--- src/sv/lss_pkg.sv ---
// lss_pkg: shared types and constants for the lifo stack with search
// opcodes, status codes, controller states and controller/datapath structs
// no dependencies
package lss_pkg;

  localparam int OPCODE_W = 3;
  localparam int OPERAND_W = 32;
  localparam int POP_W = 11;
  localparam int TOP_W = 32;
  localparam int INDEX_W = 11;
  localparam int OCC_W = 11;
  localparam int STATUS_W = 2;

  // found index when no entry matches (-1)
  localparam logic [INDEX_W-1:0] FOUND_NONE = '1;

  typedef enum logic [OPCODE_W-1:0] {
    OP_PUSH      = 3'd0,
    OP_POP       = 3'd1,
    OP_OVERWRITE = 3'd2,
    OP_CLEAR     = 3'd3,
    OP_SEARCH    = 3'd4,
    OP_PEEK      = 3'd5
  } opcode_t;

  typedef enum logic [STATUS_W-1:0] {
    STAT_OK        = 2'd0,
    STAT_UNDERFLOW = 2'd1,
    STAT_EMPTY     = 2'd2,
    STAT_FULL      = 2'd3
  } status_t;

  typedef enum logic [1:0] {
    S_IDLE,
    S_PEEK,
    S_SEARCH
  } state_t;

  // commands from controller to datapath
  typedef struct packed {
    logic accept;       // input transfer: update count, write ram, latch key
    logic load_now;     // op resolved at accept: load its result
    logic load_peek;    // load top word from ram read data
    logic step;         // search walks one entry down
    logic load_search;  // search done: hit or miss from match flag
  } cmd_t;

  // status from datapath to controller
  typedef struct packed {
    logic out_valid;    // result register holds an untaken result
    logic empty;        // stack holds no entry
    logic match;        // ram read data equals the search key
    logic at_bottom;    // search pointer is at entry 0
  } dp_stat_t;

endpackage

--- src/sv/lss_ctrl.sv ---
// lss_ctrl: controller state machine of the lifo stack
// depends on lss_pkg (state_t, opcode_t, cmd_t, dp_stat_t)
module lss_ctrl (
  input  logic                         clk,
  input  logic                         rst,
  input  logic                         in_valid,
  output logic                         in_ready,
  input  logic [lss_pkg::OPCODE_W-1:0] opcode,
  input  logic                         out_ready,
  input  lss_pkg::dp_stat_t            stat,
  output lss_pkg::cmd_t                cmd
);

  lss_pkg::state_t state, state_next;
  logic free;

  // result register empty now or emptied at this edge
  assign free = !stat.out_valid || out_ready;

  always_ff @(posedge clk) begin
    if (rst) begin
      state <= lss_pkg::S_IDLE;
    end else begin
      state <= state_next;
    end
  end

  always_comb begin
    state_next = state;
    in_ready = 1'b0;
    cmd = '0;
    case (state)
      lss_pkg::S_IDLE: begin
        in_ready = free;
        if (in_valid && free) begin
          cmd.accept = 1'b1;
          if (opcode == lss_pkg::OP_PEEK && !stat.empty) begin
            state_next = lss_pkg::S_PEEK;
          end else if (opcode == lss_pkg::OP_SEARCH && !stat.empty) begin
            state_next = lss_pkg::S_SEARCH;
          end else begin
            cmd.load_now = 1'b1;
          end
        end
      end
      lss_pkg::S_PEEK: begin
        cmd.load_peek = 1'b1;
        state_next = lss_pkg::S_IDLE;
      end
      lss_pkg::S_SEARCH: begin
        if (stat.match || stat.at_bottom) begin
          cmd.load_search = 1'b1;
          state_next = lss_pkg::S_IDLE;
        end else begin
          cmd.step = 1'b1;
        end
      end
      default: begin
        state_next = lss_pkg::S_IDLE;
      end
    endcase
  end

endmodule

--- config.mk ---
export PLATFORM = sky130hd
export DESIGN_NAME = lss_ctrl
export DESIGN_NICKNAME = d
export VERILOG_FILES = /design/src/sv/lss_pkg.sv /design/src/sv/lss_ctrl.sv
export SDC_FILE = /design/constraint.sdc
export NUM_CORES = 1
export LEC_CHECK = 0
export ABC_CLOCK_PERIOD_IN_PS = 1200
export BUFFER_PORTS_ARGS = -buffer_cell sky130_fd_sc_hd__buf_2
export CAP_MARGIN = 10
export CORE_AREA = 2 2 39 41
export CTS_CLUSTER_DIAMETER = 120
export DETAILED_ROUTE_END_ITERATION = 12
export DIE_AREA = 0 0 41 43
export PLACE_DENSITY = 0.45
export SLEW_MARGIN = 10
export SYNTH_ARGS = -nofsm -noshare
export SYNTH_HDL_FRONTEND = slang
export SYNTH_SLANG_ARGS = --single-unit
export TNS_END_PERCENT = 10
--- constraint.sdc ---
create_clock -name clk -period 1.2 [get_ports clk]
set_input_delay 0.06 -clock clk [delete_from_list [all_inputs] [get_ports clk]]
set_output_delay 0.06 -clock clk [all_outputs]
set_load 0.03 [all_outputs]
==> flow_metrics.env <==
export IMPL_grt_pass1_wl_um=579
export IMPL_rsz0062_at_grt="true"
export IMPL_p_leak_nw=0.138
export IMPL_place_area_um2=245
export IMPL_place_gp_congestion=0.543
export IMPL_timing_rr_end="state[1]"
export IMPL_synth_nets=28
export IMPL_clock_latency_ps=220
export IMPL_pwr_density_cell_mw_per_mm2=985
export IMPL_grt_max_degree=4
export IMPL_fin_crit_ps=1170
export IMPL_tns_ps=0
export IMPL_die_area_mm2=0.00176
export IMPL_avgViaCountPerCell=3.60
export IMPL_worstRegToRegCells=3
export IMPL_cap_violations=0
export IMPL_std_cell_rows=14
export IMPL_crit_fanout=3
export IMPL_post_dp_hpwl_um=342
export IMPL_initial_core_util_pct=10.4
export IMPL_peakVddDrop_mv=0.343
export IMPL_cts_root_buf="clkbuf_4"
export IMPL_clockBufferDepth=2
export IMPL_met1_length_um=148
export IMPL_clkTransAtPathRegs_ps=30
export IMPL_hold_end="state[0]"
export IMPL_cts_sinks=2
export IMPL_worstPathArrival_ps=1110
export IMPL_numPortBuffers=16
export IMPL_met3_length_um=22
export IMPL_hold_violations=0
export IMPL_numCtsBuffers=3
export IMPL_grt_use_total_pct=5.62
export IMPL_postLayoutCellArea_um2=285
export IMPL_yosys_warnings=0
export IMPL_yosysSeqAreaShare_pct=27.8
export IMPL_gr_total_overflow=0
export IMPL_synth_cells=17
export IMPL_synth_cell_types=13
export IMPL_reg_top3="state: 2 flops"
export IMPL_largest_register="state"
export IMPL_min_path_cells=2
export IMPL_num_antenna_cells=0
export IMPL_outcome="completed"
export IMPL_syn2layout_area_growth_pct=98.3
export IMPL_r2r_start="state[0]"
export IMPL_wl_met2_um=234
export IMPL_die_h_um=43
export IMPL_synth_seq_cells=2
export IMPL_syn_cell_area_um2=144
export IMPL_min_from="rst"
export IMPL_avgSynthCellArea_um2=8.46
export IMPL_antenna_found_initial=0
export IMPL_slew_violations=0
export IMPL_clock_skew_ps=3.22
export IMPL_cp_required_ps=1140
export IMPL_drt_wl_total_um=405
export IMPL_core_area_mm2=0.00138
export IMPL_finalSetupViolCount=0
export IMPL_top_layer="met3"
export IMPL_ios=17
export IMPL_clock_fmax_mhz=851
export IMPL_dr_total_vias=187
export IMPL_first_pass_iters=2
export IMPL_ant_nets=0
export IMPL_die_w_um=41
export IMPL_r2r_setup_slack_ps=180
export IMPL_htree_levels=1
export IMPL_fin_crit_sh_pct=97.9
export IMPL_drc=0
export IMPL_grt_pass1_vias=174
export IMPL_drive_above_1_share_pct=69.4
export IMPL_nets=49
export IMPL_worst_slew_pin_slew_ps=244
export IMPL_detail_route_wl_per_cell_um=7.79
export IMPL_end_kind="output pin"
export IMPL_first_iter_violations=2
export IMPL_worstSetupStartpointType="flip-flop"
export IMPL_path_class="flip-flop to output pin"
export IMPL_relSlewSlack_pct=83.7
export IMPL_hp_class="primary input to flip-flop"
export IMPL_largest_reg_flops=2
export IMPL_cts_tree="done"
-- placed cells by master (no fill, tap or decap) --
cell,n
buf_6,2
nor2_2,1
and2b_2,1
nand2b_4,1
o21a_1,1
nor2_1,2
o31ai_1,1
dfxtp_2,2
o2111ai_1,1
nor3_1,1
and2_1,1
inv_1,1
or4_1,1
nor3b_1,2
clkbuf_4,3
and3b_2,1
buf_2,14
-- cell usage after synthesis --
cell type | number | share of area (%)
and3b_1 | 1 | 6.1
and2b_2 | 1 | 6.1
nand2b_4 | 1 | 9.6
or4_1 | 1 | 5.2
o21a_1 | 1 | 5.2
nor2_1 | 3 | 7.8
inv_1 | 1 | 2.6
o31ai_1 | 1 | 5.2
and2_1 | 1 | 4.4
nor3b_1 | 2 | 10
nor3_1 | 1 | 3.5
o2111ai_1 | 1 | 6.1
dfxtp_1 | 2 | 28
-- critical path: stages, from the launching register on --
cell	delay [ps]
dfxtp_2	310
nor2_2	110
o21a_1	150
and3b_2	190
buf_6	130
-- metrics by stage --
stage | utilization, % | hold WS, ps | cells | total power (W) | worst slack, ps
after global routing | 20.6 | 28.3 | 52 | 0.000303 | -43.6
final | 20.6 | 21.7 | 52 | 0.000281 | 25.4
after detailed placement | 17.7 | 267 | 49 | 0.000125 | 169
after CTS | 20.0 | 27.3 | 52 | 0.000287 | 1.22
after global placement | 17.7 | 263 | 49 | 0.000125 | 186
after floorplan | - | 136 | 17 | 0.0000980 | 27.8
-- report_power, final --
part / switching [W] / internal [W]
clock: 0.0000393 / 0.000110
combinational: 0.0000323 / 0.0000306
sequential: 0.000000633 / 0.0000677
total: 0.0000723 / 0.000209
-- cell type report --
class                   instances  area, µm²
inverters                       1       3.75
flip-flops and latches          2       42.5
well taps                      16       20.0
repair buffers                 16       92.6
multi-input cells              14        104
clock buffers                   3       22.5
fillers                       157       1100
-- cells by family after synthesis --
kind of cell	after synthesis	synth area share, %
simple gates	11	53.0
flops	2	27.8
compound gates	3	16.5
buf+inv	1	2.61
-- worst max-delay path by stage --
| stage | depth (start not counted) | to | startpoint | slack [ps] |
|---|---|---|---|---|
| final | 4 | cmd[3] | state[0] | 30 |
| after global routing | 4 | cmd[3] | state[0] | -40 |
| after CTS | 4 | cmd[3] | state[1] | 1 |
| after detailed placement | 4 | cmd[3] | state[1] | 170 |
| after global placement | 3 | state[1] | state[0] | 190 |
| after floorplan | 3 | cmd[4] | state[1] | 30 |
-- metal layers --
layer  up-vias  global-route usage [%]
li1        103                       -
met1        81                    3.21
met2         3                    8.75
met3         0                    6.28
met4         0                    4.00
met5         -                       0
-- timing repair --
action	4_1_cts	5_1_grt
setup endpoints to repair	2	2
hold endpoints to repair	0	0
gates resized for setup	3	5
setup buffers	0	0
hold buffers	0	0
Note: power is estimated with default switching activity, not from simulation.
